<file path="config.mk">
export PLATFORM = sky130hd
export DESIGN_NAME = scan_result_rssi_sorter
export DESIGN_NICKNAME = d
export VERILOG_FILES = /design/src/rtl/rsort_pkg.sv /design/src/rtl/rsort_store.sv /design/src/rtl/scan_result_rssi_sorter.sv
export SDC_FILE = /design/constraint.sdc
export NUM_CORES = 1
export LEC_CHECK = 0
export ABC_AREA = 0
export CORE_ASPECT_RATIO = 0.5
export CORE_MARGIN = 1.5
export CORE_UTILIZATION = 57
export CTS_CLUSTER_DIAMETER = 60
export DETAILED_ROUTE_END_ITERATION = 8
export DONT_BUFFER_PORTS = 1
export PLACE_DENSITY = 0.73
export SLEW_MARGIN = 15
export SYNTH_ARGS = -nofsm -noshare
export SYNTH_HDL_FRONTEND = slang
export SYNTH_HIERARCHICAL = 1
export SYNTH_SLANG_ARGS = --single-unit
</file>
<file path="constraint.sdc">
create_clock -name clk -period 4.8 [get_ports clk]
set_clock_uncertainty 0.05 [all_clocks]
set_input_delay 0.96 -clock clk [delete_from_list [all_inputs] [get_ports clk]]
set_output_delay 0.96 -clock clk [all_outputs]
set_load 0.1 [all_outputs]
</file>
<file path="src/rtl/rsort_pkg.sv">
// Shared constants and types for the scan result signal strength sorter.
`default_nettype none

package rsort_pkg;

    // Store capacity in records.
    localparam int MAX_ENTRIES = 16;
    localparam int ADDR_W      = $clog2(MAX_ENTRIES);
    localparam int CNT_W       = $clog2(MAX_ENTRIES + 1);

    localparam logic [CNT_W-1:0] MAX_CNT = CNT_W'(MAX_ENTRIES);

    // One stored network record.
    typedef struct packed {
        logic signed [7:0] rssi;
        logic [3:0]        channel;
        logic [7:0]        security;
        logic              hidden;
        logic [7:0]        handle;
    } rec_t;

    // Access request from the sequencer to the record store.
    typedef struct packed {
        logic              wr_en;
        logic [ADDR_W-1:0] wr_addr;
        logic [ADDR_W-1:0] rd_addr;
    } mem_ctl_t;

endpackage

`default_nettype wire

</file>
<file path="src/rtl/rsort_store.sv">
// Record store: one write port and one registered read port.
`default_nettype none

module rsort_store (
    input  wire logic              clk,
    input  wire rsort_pkg::mem_ctl_t ctl,
    input  wire rsort_pkg::rec_t   wr_data,
    output rsort_pkg::rec_t        rd_data
);

    rsort_pkg::rec_t mem [rsort_pkg::MAX_ENTRIES];
    rsort_pkg::rec_t rd_data_reg;

    // The contents are undefined until written; the sequencer only uses data read
    // from entries it has written in the current batch.
    always_ff @(posedge clk)
    begin
        if (ctl.wr_en)
        begin
            mem[ctl.wr_addr] <= wr_data;
        end
        rd_data_reg <= mem[ctl.rd_addr];
    end

    assign rd_data = rd_data_reg;

endmodule

`default_nettype wire

</file>
<file path="src/rtl/scan_result_rssi_sorter.sv">
// Top level of the scan result sorter: sequencer, compare unit and output register.
`default_nettype none

// The sorter collects the network records of one scan batch and keeps them in
// descending order of signal strength, records of equal strength staying in
// arrival order. Records arriving once the store holds MAX_ENTRIES records are
// dropped, and a record with an empty name is marked hidden. When the item
// flagged batch_end arrives (with or without a record of its own), all stored
// records are sent strongest first, the last one flagged final_entry, and the
// store is emptied; an empty batch sends nothing. Insertion walks down the
// store with one signed comparator and one memory port: for each stored record
// that it passes, it reads the entry above the hole and shifts it down a slot,
// then writes the new record into the hole. Each sorted result is read through
// the single read port, loaded into the output register and held there until
// the receiver takes it. The block stalls its input for the whole time an item
// is being inserted or its batch is being sent.
module scan_result_rssi_sorter (
    input  wire logic              clk,
    input  wire logic              rst_n,

    input  wire logic              in_valid,
    output logic                   in_stall,
    input  wire logic              has_entry,
    input  wire logic signed [7:0] signal_dbm,
    input  wire logic [3:0]        radio_channel,
    input  wire logic [7:0]        security_kind,
    input  wire logic [5:0]        name_length,
    input  wire logic [7:0]        record_handle,
    input  wire logic              batch_end,

    output logic                   out_valid,
    input  wire logic              out_stall,
    output logic signed [7:0]      out_signal_dbm,
    output logic [3:0]             out_channel,
    output logic [7:0]             out_security,
    output logic                   is_hidden,
    output logic [7:0]             out_handle,
    output logic                   final_entry
);

    localparam int ADDR_W = rsort_pkg::ADDR_W;
    localparam int CNT_W  = rsort_pkg::CNT_W;

    typedef enum logic [5:0] {
        S_IDLE  = 6'b000001,  // waiting for an item
        S_SCAN  = 6'b000010,  // read the entry above the hole, or fill slot zero
        S_CMP   = 6'b000100,  // compare and shift down, or drop the record in
        S_ERD   = 6'b001000,  // read the next entry to send
        S_ELD   = 6'b010000,  // load the output register
        S_EWAIT = 6'b100000   // hold the result until it is taken
    } state_t;

    state_t               state_reg, state_next;
    logic [CNT_W-1:0]     count_reg, count_next;
    logic [ADDR_W-1:0]    pos_reg, pos_next;
    logic [ADDR_W-1:0]    idx_reg, idx_next;
    logic                 end_reg, end_next;
    rsort_pkg::rec_t      new_reg;
    rsort_pkg::rec_t      out_reg;
    logic                 final_reg;
    logic                 out_valid_reg, out_valid_next;

    rsort_pkg::mem_ctl_t  mem_ctl;
    rsort_pkg::rec_t      wr_data;
    rsort_pkg::rec_t      rd_data;

    logic                 in_acc;
    logic                 out_acc;
    logic                 weaker;
    logic                 last_idx;

    assign in_acc   = in_valid && !in_stall;
    assign out_acc  = out_valid_reg && !out_stall;
    assign in_stall = (state_reg != S_IDLE);

    // The one compare unit: is the stored entry strictly weaker than the new one?
    assign weaker   = ($signed(rd_data.rssi) < $signed(new_reg.rssi));
    assign last_idx = (CNT_W'(idx_reg) == (count_reg - CNT_W'(1)));

    rsort_store u_store (
        .clk     (clk),
        .ctl     (mem_ctl),
        .wr_data (wr_data),
        .rd_data (rd_data)
    );

    always_comb
    begin
        state_next     = state_reg;
        count_next     = count_reg;
        pos_next       = pos_reg;
        idx_next       = idx_reg;
        end_next       = end_reg;
        out_valid_next = out_valid_reg;
        mem_ctl.wr_en  = 1'b0;
        mem_ctl.wr_addr = pos_reg;
        mem_ctl.rd_addr = idx_reg;
        wr_data        = new_reg;

        unique case (state_reg)
            S_IDLE:
            begin
                if (in_acc)
                begin
                    end_next = batch_end;
                    idx_next = '0;
                    if (has_entry && (count_reg < rsort_pkg::MAX_CNT))
                    begin
                        pos_next   = count_reg[ADDR_W-1:0];
                        state_next = S_SCAN;
                    end
                    else if (batch_end && (count_reg != '0))
                    begin
                        state_next = S_ERD;
                    end
                end
            end
            S_SCAN:
            begin
                if (pos_reg == '0)
                begin
                    mem_ctl.wr_en = 1'b1;
                    count_next    = count_reg + CNT_W'(1);
                    state_next    = end_reg ? S_ERD : S_IDLE;
                end
                else
                begin
                    mem_ctl.rd_addr = pos_reg - ADDR_W'(1);
                    state_next      = S_CMP;
                end
            end
            S_CMP:
            begin
                mem_ctl.wr_en = 1'b1;
                if (weaker)
                begin
                    // Move the weaker entry down one slot and keep walking up.
                    wr_data    = rd_data;
                    pos_next   = pos_reg - ADDR_W'(1);
                    state_next = S_SCAN;
                end
                else
                begin
                    count_next = count_reg + CNT_W'(1);
                    state_next = end_reg ? S_ERD : S_IDLE;
                end
            end
            S_ERD:
            begin
                state_next = S_ELD;
            end
            S_ELD:
            begin
                out_valid_next = 1'b1;
                state_next     = S_EWAIT;
            end
            S_EWAIT:
            begin
                if (out_acc)
                begin
                    out_valid_next = 1'b0;
                    if (final_reg)
                    begin
                        count_next = '0;
                        state_next = S_IDLE;
                    end
                    else
                    begin
                        idx_next   = idx_reg + ADDR_W'(1);
                        state_next = S_ERD;
                    end
                end
            end
            default:
            begin
                state_next = S_IDLE;
            end
        endcase
    end

    always_ff @(posedge clk or negedge rst_n)
    begin
        if (!rst_n)
        begin
            state_reg     <= S_IDLE;
            count_reg     <= '0;
            pos_reg       <= '0;
            idx_reg       <= '0;
            end_reg       <= 1'b0;
            out_valid_reg <= 1'b0;
        end
        else
        begin
            state_reg     <= state_next;
            count_reg     <= count_next;
            pos_reg       <= pos_next;
            idx_reg       <= idx_next;
            end_reg       <= end_next;
            out_valid_reg <= out_valid_next;
        end
    end

    // Payload registers need no reset.
    always_ff @(posedge clk)
    begin
        if (in_acc)
        begin
            new_reg.rssi     <= signal_dbm;
            new_reg.channel  <= radio_channel;
            new_reg.security <= security_kind;
            new_reg.hidden   <= (name_length == 6'd0);
            new_reg.handle   <= record_handle;
        end
        if (state_reg == S_ELD)
        begin
            out_reg   <= rd_data;
            final_reg <= last_idx;
        end
    end

    assign out_valid      = out_valid_reg;
    assign out_signal_dbm = out_reg.rssi;
    assign out_channel    = out_reg.channel;
    assign out_security   = out_reg.security;
    assign is_hidden      = out_reg.hidden;
    assign out_handle     = out_reg.handle;
    assign final_entry    = final_reg;

    // The store never reports more records than it can hold.
    assert property (@(posedge clk) disable iff (!rst_n)
        count_reg <= rsort_pkg::MAX_CNT)
        else $error("record count exceeds capacity");

    // A result is never pending while a new item can be taken.
    assert property (@(posedge clk) disable iff (!rst_n)
        !in_stall |-> !out_valid)
        else $error("input ready while a result is pending");

    // Taking the final result empties the store.
    assert property (@(posedge clk) disable iff (!rst_n)
        (out_valid && final_entry && !out_stall) |=> (count_reg == '0))
        else $error("store not emptied after final result");

    // The insertion hole never lies beyond the filled part of the store.
    assert property (@(posedge clk) disable iff (!rst_n)
        (state_reg == S_SCAN) |-> (CNT_W'(pos_reg) <= count_reg))
        else $error("insertion position beyond stored count");

    // Sending only starts when the store holds at least one record.
    assert property (@(posedge clk) disable iff (!rst_n)
        (state_reg == S_ERD) |-> (count_reg != '0))
        else $error("emitting from an empty store");

endmodule

`default_nettype wire
</file>
# Yosys cells after proc, flatten, opt, wreduce, memory -nomap -nowiden
# Memories as Yosys holds them, arrays and structs flattened. A register that Yosys moved wholly into a read port is not among the register bits.
# Index checks and enable logic that the tools add are counted.
word_totals:
  register_bits: 80
  latchBits: 0
  ram_bits: 464
  rom_bits: 0
  input_bits: 40
  out_inout_bits: 32
  memories: 1
memory_table:
  columns: ["memory", "words", "width", "rd", "rd_clocked_by_memory_dff", "wr", "line", "rtl"]
  rows:
  - ["u_store.mem", 16, 29, 1, 1, 1, "rsort_store.sv:11", "rsort_pkg::rec_t mem [rsort_pkg::MAX_ENTRIES];"]
classes:
  add_sub_neg: 4
  mul: 0
  n_div: 0
  order_cmp: 2
  n_eq_ne: 17
  n_shift: 0
  n_mux: 32
  bitwise_logic: 0
  n_reduce_logical: 19
op_table:
  columns: ["operator", "count"]
  rows:
  - ["two-way mux 29 bit", 2]
  - ["two-way mux 4 bit", 12]
  - ["one-hot mux 6 bit (6 select lines)", 1]
  - ["two-way mux 6 bit", 4]
  - ["two-way mux 5 bit", 4]
  - ["inequality test 2 bit (second input constant)", 8]
  - ["one-hot mux 4 bit (2 select lines)", 2]
  - ["one-hot mux 5 bit (3 select lines)", 1]
  - ["< comparator 8 bit", 1]
  - ["AND reduction 4 bit", 2]
  - ["equality test 6 x 1 -> 1 bit (second input constant)", 1]
  - ["equality test 6 x 2 -> 1 bit (second input constant)", 1]
  - ["equality test 6 x 3 -> 1 bit (second input constant)", 1]
  - ["equality test 6 x 4 -> 1 bit (second input constant)", 1]
  - ["equality test 6 x 5 -> 1 bit (second input constant)", 1]
  - ["equality test 6 bit (second input constant)", 1]
  - ["logical NOT 6 bit", 1]
  - ["inequality test 6 x 1 -> 1 bit (second input constant)", 1]
  - ["nonzero test 2 bit", 3]
  - ["adder 5 x 1 -> 5 bit (second input constant)", 1]
  - ["equality test 4 x 5 -> 1 bit", 1]
  - ["< comparator 5 bit (second input constant)", 1]
  - ["AND reduction 5 bit", 1]
  - ["nonzero test 5 bit", 1]
  - ["12 further kinds", 21]

# Depth between registers and ports, before layout
# Gate-level depths: netlist of the first run.
depth:
  ltp_word: 6
  mapped_depth: 12
  mapped_depth_nobuf: 10

# Cells and area by module
# The synthesis of the first run kept the hierarchy.
by_module_without_submodules:
  columns: ["module", "n_inst", "cells_per_inst", "area_per_inst_um2"]
  rows:
  - ["rsort_store", 1, 761, 18032.3]
  - ["scan_result_rssi_sorter", 1, 296, 3781.1]

# Worst setup path after synthesis of the first run
# Ideal clock, no wire load.
synth_path:
  path_kind: "register -> register"
  start: "register state_reg[1]"
  end: "memory u_store/mem[0][0] (netlist name) (enable)"
  setup_time_ps: 451
  arrival_time_ps: 4225
  required_time_ps: 4299
  setup_slack_ps: 74
  path_stages_with_launch: 7
  path_buffers: 1
  synth_period_minus_slack_ps: 4726
  path_cell_list: "dfrtp_1 > or4_4 > or3b_1 > clkbuf_1 > o21ai_0 > or3b_2 > nor3_1"
synth_lines:
  columns: ["element", "line", "rtl"]
  rows:
  - ["start, declared", "scan_result_rssi_sorter.sv:53", "state_t state_reg, state_next;"]
  - ["start signal, assigned", "scan_result_rssi_sorter.sv:194", "state_reg <= state_next;"]
  - ["end, declared", "rsort_store.sv:11", null]

==> flow_metrics.tcl, run 1 <==
set metrics [dict create \
    path_depth 6 \
    synth_fa_ha_area_share_pct 0.631 \
    cp.arrival_ps 3950 \
    endpoint "u_store/mem[9][28]" \
    syn_nets 1108 \
    ys_async_sr_fraction_pct 3.66 \
    drt-total-wl_mm 46.0 \
    critical-path-max-stage-delay_ps 600 \
    synthSimpleGateAreaFrac_pct 3.10 \
    core_sq_um 37500 \
    cp-end-kind "register" \
    cts.hold.buffers_added 0 \
    grt_usage_pct 23.9 \
    hold_viol 0 \
    ctsHtreeMaxLevel 2 \
    worstSetupStartpoint "state_reg[1]" \
    start_kind "register" \
    drc 0 \
    hp-class "primary input to asynchronous set/reset pin" \
    crit_fanout 22 \
    vias_per_cell 6.49 \
    cts_root_buf "clkbuf_16" \
    dieArea_sq_um 39500 \
    syn_area_sq_um 21800 \
    seq_area_frac_synth_pct 77.1 \
    antenna_found_initial 1 \
    muxShareOfSynthArea_pct 13.4 \
    reg2reg_to "u_store/mem[9][28]" \
    ys_warn_count 6 \
    grt_max_degree 53 \
    crit_required_ps 4950 \
    rsz0062_at_grt "false" \
    r2r_slack_ps 1000 \
    dp.final_hpwl_mm 25.5 \
    syn_to_final_growth_pct 11.9 \
    grt_pass1_wl_mm 68.4 \
    synth_top_family_by_area "multiplexers" \
    clock_sinks 573 \
    synthXorXnorAreaFrac_pct 0.361 \
    cts_made_buffers 47 \
    cts_setup_buffers 0 \
    ant_nets 0 \
    p_leak_uw 0.00771 \
    tritoncts "done" \
    worst_path_max_delay_cell "or3b_1" \
    most-common-layout-cells "523 x edfxtp_1, 110 x mux4_2, 58 x a22oi_1" \
    gp_congestion 0.826 \
    grt_pass1_vias 10600 \
    cap_violations 0 \
    clock_latency_ps 580 \
    n_antenna_cell 0 \
    critPathTopFamily "simple AND/OR/NAND/NOR gates" \
    vias 10600 \
    peakVddDrop_uv 235 \
    synth_compound_area_share_pct 3.87 \
    avgSynthCellArea_sq_um 20.6 \
    reg2reg_from "state_reg[1]" \
    setup_viol 0 \
    drive_gt1_share_pct 24.3 \
    whs_ps 30.6 \
    critical_path.cell_chain "or4_4 > or3b_1 > o21ai_0 > nand3b_1 > nor2_4 > buf_4" \
    reg2reg_depth 6 \
    slew_violations 0 \
    io_pins 72 \
    slew-limit-headroom_pct 28.1 \
    status "finished clean" \
    nets 1151 \
    clk_path_buf_depth 3 \
    die_h_microns 141 \
    grt.overflow.total 0 \
    critPathBufInv 1 \
    synthDistinctLibCells 61 \
    ys_ff_latch 573 \
    worst_slew_pin_slew_ps 1080 \
    clk_pin_slew_worst_paths_ps 70 \
    synth-edff-count 523 \
    postSynthCellCount 1057 \
    largest_reg_flops 464 \
    ys.flop_type "edfxtp_1" \
    dr.first_iter.drc_count 1252 \
    io_buffers 0 \
    timing.fmax_ghz 0.263 \
    firstDrtPassIters 5 \
    power.density_nw_per_um2 441 \
    ctsResizeCount 0 \
    die_w_microns 280 \
    rows 50 \
    finalSetupTns_ps 0 \
    layout_commonest_cell "edfxtp_1" \
    min_period_over_period_pct 79.3 \
    wl_per_cell_microns 28.2 \
    finalCriticalPeriod_ps 3800 \
    crit_type "register to register" \
    start_util_pct 58.1 \
]
[cells by family after synthesis]
| group | count (synthesis) |
|---|---|
| xor gates and xnor gates | 9 |
| muxes | 142 |
| buffers and inverters | 66 |
| adders and majority gates | 11 |
| AOI/OAI and AO/OA | 120 |
| and+or+nand+nor | 136 |
| DFF | 573 |
[Yosys cell counts (12+ instances only)]
cell      count  area share [%]
edfxtp_1    523              72
nand2_1      51            0.88
o21ai_0      24            0.55
nor2_1       24            0.41
a22oi_1      58             2.0
clkbuf_1     26            0.45
buf_2        14            0.32
dfxtp_1      29             2.7
mux4_2      110              11
mux2_2       13            0.67
dfrtp_1      20             2.3
inv_1        17            0.29
nor3_1       12            0.28
[worst min-delay path by stage]
stage | to | slack [ps] | cells after the start
after floorplan | is_hidden | 350 | 0
after global placement | is_hidden | 360 | 0
after detailed placement | out_security[1] | 370 | 0
after CTS | pos_reg[2] | 8 | 0
after global routing | pos_reg[2] | 3 | 0
final | pos_reg[2] | 30 | 0
[cell type report]
class / instances / area, sq um
inverters: 17 / 63.8
clock buffers: 61 / 1310
clock inverters: 26 / 329
repair buffers: 43 / 448
fillers: 2327 / 13100
multi-input cells: 418 / 4820
flip-flops and latches: 573 / 16800
well taps: 494 / 618
[power breakdown]
part	internal, uW	total (uW)	switching, uW
registers	5760	5950	191
logic	233	777	544
clock network	2320	4040	1720
total	8310	10800	2460
[per-layer routing]
metal	vias to the layer above	track usage [%]	share of wire [%]
met4	2	5.66	1.5
met3	69	4.82	9.6
li1	4445	-	-
met1	5522	37.1	43
met2	556	35.6	46
met5	-	0	0.028
[through the flow]
stage / total power, uW / cells / util, % / area (sq um) / setup WS, ps
after floorplan: 6560 / 1057 / - / 21800 / 74.2
after global placement: 6770 / 1544 / 60.6 / 22800 / 1100
after detailed placement: 6830 / 1544 / 60.6 / 22800 / 1070
after CTS: 10800 / 1631 / 65.0 / 24400 / 994
after global routing: 11100 / 1632 / 65.0 / 24400 / 748
final: 10800 / 1632 / 65.0 / 24400 / 996
No activity file was read; power rests on OpenSTA's default activity.
==> run 2, diff against run 1 <==
clock period = 3.26 ns   (was 4.8 ns; I/O delays follow)
==> flow_metrics.tcl, run 2 (same netlist as run 1, synthesis figures left out) <==
set metrics [dict create \
    min_period_over_period_pct 95.7 \
    cp-end-kind "register" \
    hold_viol 0 \
    p_leak_uw 0.00783 \
    multiInputGateArea_sq_um 4850 \
    whs_ps 113 \
    cp.arrival_ps 3530 \
    status "finished clean" \
    io_buffers 0 \
    setup_viol 0 \
    nets 1169 \
    fillCellCount 2302 \
    rows 50 \
    die_h_microns 141 \
    n_antenna_cell 0 \
    io_pins 72 \
    dp.final_hpwl_mm 26.5 \
    grt_pass1_vias 10900 \
    setup_ws_ps 141 \
    drt-total-wl_mm 48.1 \
    crit_fanout 76 \
    dr_wl_met2_mm 22.4 \
    grt_usage_pct 24.8 \
    vias_per_cell 6.55 \
    grt.overflow.total 0 \
    timing.fmax_ghz 0.321 \
    dr.first_iter.drc_count 1372 \
    die_w_microns 280 \
    start_kind "register" \
    cts_root_buf "clkbuf_16" \
    start_util_pct 58.1 \
    cts_made_buffers 48 \
    clock_sinks 573 \
    largest_reg_flops 464 \
    gp_congestion 0.846 \
    pre_cts_slack_ps 159 \
    core_sq_um 37500 \
    top_layer_used "met4" \
    dieArea_sq_um 39500 \
    slew-limit-headroom_pct 27.6 \
    clock_latency_ps 590 \
    drive_gt1_share_pct 24.8 \
    dr_wl_met3_mm 4.77 \
    ctsHtreeMaxLevel 2 \
    grt_max_degree 77 \
    tritoncts "done" \
    rsz0062_at_grt "false" \
    drc 0 \
    m1WireLength_mm 19.9 \
    worst_slew_pin_slew_ps 1080 \
    wl_per_cell_microns 29.2 \
    hp-class "primary input to register" \
    power.density_nw_per_um2 646 \
    grt_pass1_wl_mm 70.5 \
    layout_commonest_cell "edfxtp_1" \
    ant_nets 0 \
    clk_path_buf_depth 3 \
    most-common-layout-cells "523 x edfxtp_1, 110 x mux4_2, 58 x a22oi_1" \
    cts_setup_buffers 0 \
    clk_pin_slew_worst_paths_ps 70 \
    crit_required_ps 3670 \
    firstDrtPassIters 5 \
    syn_to_final_growth_pct 13.7 \
    vias 10800 \
    peakVddDrop_uv 397 \
    cap_violations 0 \
    crit_type "register to register" \
    finalCriticalPeriod_ps 3120 \
    regArea_sq_um 16800 \
    slew_violations 0 \
    antenna_found_initial 0 \
]
run 2: worst max-delay path, cell delays in order (launching register included):
cell	delay, ps
dfrtp_1	390
inv_1	100
ha_2	220
or3b_2	500
nand3_1	130
buf_4	180
nand2_1	100
o21ai_4	110
buf_12	340
mux4_2	410
a22oi_1	230
nand2_1	70
run 2: cell type report:
class	count	share of cell area, %
Clock buffer	65	5.18
Clock inverter	23	1.48
Inverter	17	0.257
Multi-Input combinational cell	418	19.6
Sequential cell	573	67.8
Tap cell	494	2.49
Timing Repair Buffer	60	3.22
run 2: worst paths after layout:
path	startpoint	end	slack [ps]	cells after the start
min in group asynchronous	rst_n	idx_reg[1]	650	1
max in group asynchronous	rst_n	state_reg[5]	1900	1
max	pos_reg[0]	u_store/rd_data[16]	140	11
max reg2reg	pos_reg[0]	u_store/rd_data[16]	140	11
min reg2reg	u_store/rd_data[4]	out_handle[4]	390	0
min	record_handle[7]	new_reg[7]	110	0
run 2: metrics by stage:
stage | area, sq um | std cells | total power [uW] | setup TNS (ps) | util, %
after floorplan | 21900 | 1057 | 9670 | -67440 | -
after global placement | 23100 | 1561 | 10000 | 0 | 61.6
after detailed placement | 23100 | 1561 | 10100 | 0 | 61.6
after CTS | 24800 | 1650 | 16100 | 0 | 66.0
after global routing | 24800 | 1650 | 16500 | 0 | 66.1
final | 24800 | 1650 | 16000 | 0 | 66.1
run 2: where the power goes:
| group | total (uW) | switching (uW) | internal (uW) |
|---|---|---|---|
| sequential | 8690 | 204 | 8490 |
| combinational | 1290 | 912 | 373 |
| clock | 6040 | 2600 | 3440 |
| total | 16000 | 3720 | 12300 |
run 2: metal layers:
layer  GRT usage [%]  vias to the layer above
li1                -                     4482
met1            37.2                     5656
met2            38.3                      590
met3            5.17                       75
met4            6.09                        0
met5               0                        -
run 2: timing repair:
action	CTS	global route
hold buffers	1	0
endpoints found under the setup margin	0	11
hold endpoints to repair	21	0
gates resized for setup	0	2
==> run 3, diff against run 2 <==
CORE_UTILIZATION = 65   (was 57)
PLACE_DENSITY = 0.79   (was 0.73)
clock period = 3.6 ns   (was 3.26 ns; I/O delays follow)
==> flow_metrics.tcl, run 3 (same netlist as run 1, synthesis figures left out) <==
set metrics [dict create \
    vias 11100 \
    die_w_microns 262 \
    reg2reg_from "pos_reg[0]" \
    cts_setup_buffers 0 \
    n_antenna_cell 0 \
    pre_cts_slack_ps 304 \
    dr.first_iter.drc_count 1558 \
    reg2reg_depth 10 \
    grt_pass1_wl_mm 73.5 \
    ctsHtreeMaxLevel 2 \
    timing.fmax_ghz 0.295 \
    grt.overflow.total 0 \
    p_leak_uw 0.00779 \
    setup_viol 0 \
    cap_violations 0 \
    vias_per_cell 6.98 \
    r2r_slack_ps 210 \
    drive_gt1_share_pct 24.6 \
    grt_pass1_vias 11200 \
    worstSetupStartpoint "pos_reg[0]" \
    hold_viol 0 \
    dieArea_sq_um 34700 \
    gp_congestion 0.861 \
    slew-limit-headroom_pct 22.8 \
    start_kind "register" \
    crit_fanout 37 \
    layout_commonest_cell "edfxtp_1" \
    critical_path.cell_chain "inv_1 > ha_1 > or3b_2 > nand3_1 > buf_4 > o21ai_4 > buf_12 > mux4_1 > a22oi_1 > nand2_1" \
    core_sq_um 33000 \
    tritoncts "done" \
    antenna_found_initial 0 \
    dr_wl_met3_mm 5.85 \
    endpoint "u_store/rd_data[18]" \
    grt_max_degree 38 \
    cp-end-kind "register" \
    dp.final_hpwl_mm 25.3 \
    drc 0 \
    power.density_nw_per_um2 591 \
    slew_violations 0 \
    cts_root_buf "clkbuf_16" \
    cts_made_buffers 46 \
    critical-path-max-stage-delay_ps 640 \
    peakVddDrop_uv 299 \
    crit_type "register to register" \
    nets 1164 \
    worst_path_max_delay_cell "mux4_1" \
    die_h_microns 133 \
    worst_slew_pin_slew_ps 1140 \
    power_uw 14500 \
    syn_to_final_growth_pct 12.8 \
    grt_usage_pct 29.9 \
    clk_path_buf_depth 3 \
    start_util_pct 66.0 \
    setup_ws_ps 211 \
    io_buffers 0 \
    hp-class "primary input to register" \
    fillCellCount 1679 \
    reg2reg_to "u_store/rd_data[18]" \
    finalCriticalPeriod_ps 3390 \
    top_layer_used "met4" \
    most-common-layout-cells "523 x edfxtp_1, 110 x mux4_2, 58 x a22oi_1" \
    dr_wl_met2_mm 24.0 \
    largest_reg_flops 464 \
    cp.arrival_ps 3800 \
    clk_pin_slew_worst_paths_ps 70 \
    min_period_over_period_pct 94.1 \
    m1WireLength_mm 19.2 \
    whs_ps 178 \
    clock_latency_ps 580 \
    firstDrtPassIters 6 \
    wl_per_cell_microns 31.7 \
    ant_nets 0 \
    clock_sinks 573 \
    io_pins 72 \
    crit_required_ps 4010 \
    status "finished clean" \
    rows 47 \
    drt-total-wl_mm 50.4 \
    finalSetupTns_ps 0 \
    rsz0062_at_grt "false" \
]
[run 3: changes by cell type in the layout (fill, tap and decap cells not counted), moves of 2 or more]
cell,change
buf_12,-4
clkbuf_8,+3
clkbuf_1,-2
clkinv_1,-2
clkinvlp_4,-2
buf_4,+2
or3b_4,-2
clkinv_2,+2
[run 3: how the worst min path moves through the flow]
stage | from | endpoint | depth (start not counted)
global placement | u_store/rd_data[6] | out_handle[6] | 0
detailed placement | u_store/rd_data[13] | out_security[4] | 0
floorplan | u_store/rd_data[8] | is_hidden | 0
global route | security_kind[7] | new_reg[16] | 0
CTS | security_kind[7] | new_reg[16] | 0
finish | security_kind[7] | new_reg[16] | 0
[run 3: area by class of cell]
type / instances / area, sq um / area share (%)
Tap cell: 441 / 552 / 2.24
Clock inverter: 21 / 338 / 1.37
Clock buffer: 65 / 1290 / 5.26
Inverter: 17 / 63.8 / 0.259
Sequential cell: 573 / 16800 / 68.3
Timing Repair Buffer: 57 / 706 / 2.87
Multi-Input combinational cell: 418 / 4840 / 19.7
[run 3: layer usage]
layer / vias up / GRT usage [%]
li1: 4465 / -
met1: 5738 / 43.3
met2: 798 / 46.6
met3: 114 / 6.72
met4: 0 / 8.63
met5: - / 0
[run 3: metrics by stage]
stage	utilization (%)	std cells	area (sq um)
after CTS	74.5	1592	24600
after global routing	74.5	1592	24600
final	74.5	1592	24600
after global placement	69.5	1505	23000
after detailed placement	69.5	1505	23000
after floorplan	-	1057	21900
[run 3: report_power, final]
group | internal, uW | switching [uW]
clock network | 3110 | 2370
registers | 7680 | 195
logic | 347 | 844
total | 11100 | 3410
[run 3: timing repair]
| item | 4_1_cts | 5_1_grt |
|---|---|---|
| resized for setup | 0 | 0 |
| hold endpoints to repair | 21 | 0 |
| hold buffers | 1 | 0 |
[run 3: critical path: cells and delay by family, from the launching register on]
kind	cells	cell delay, ps
DFF	1	360
AOI/OAI and AO/OA	2	790
muxes	1	640
and+or+nand+nor	3	500
adders and majority gates	1	250
buffers and inverters	3	670
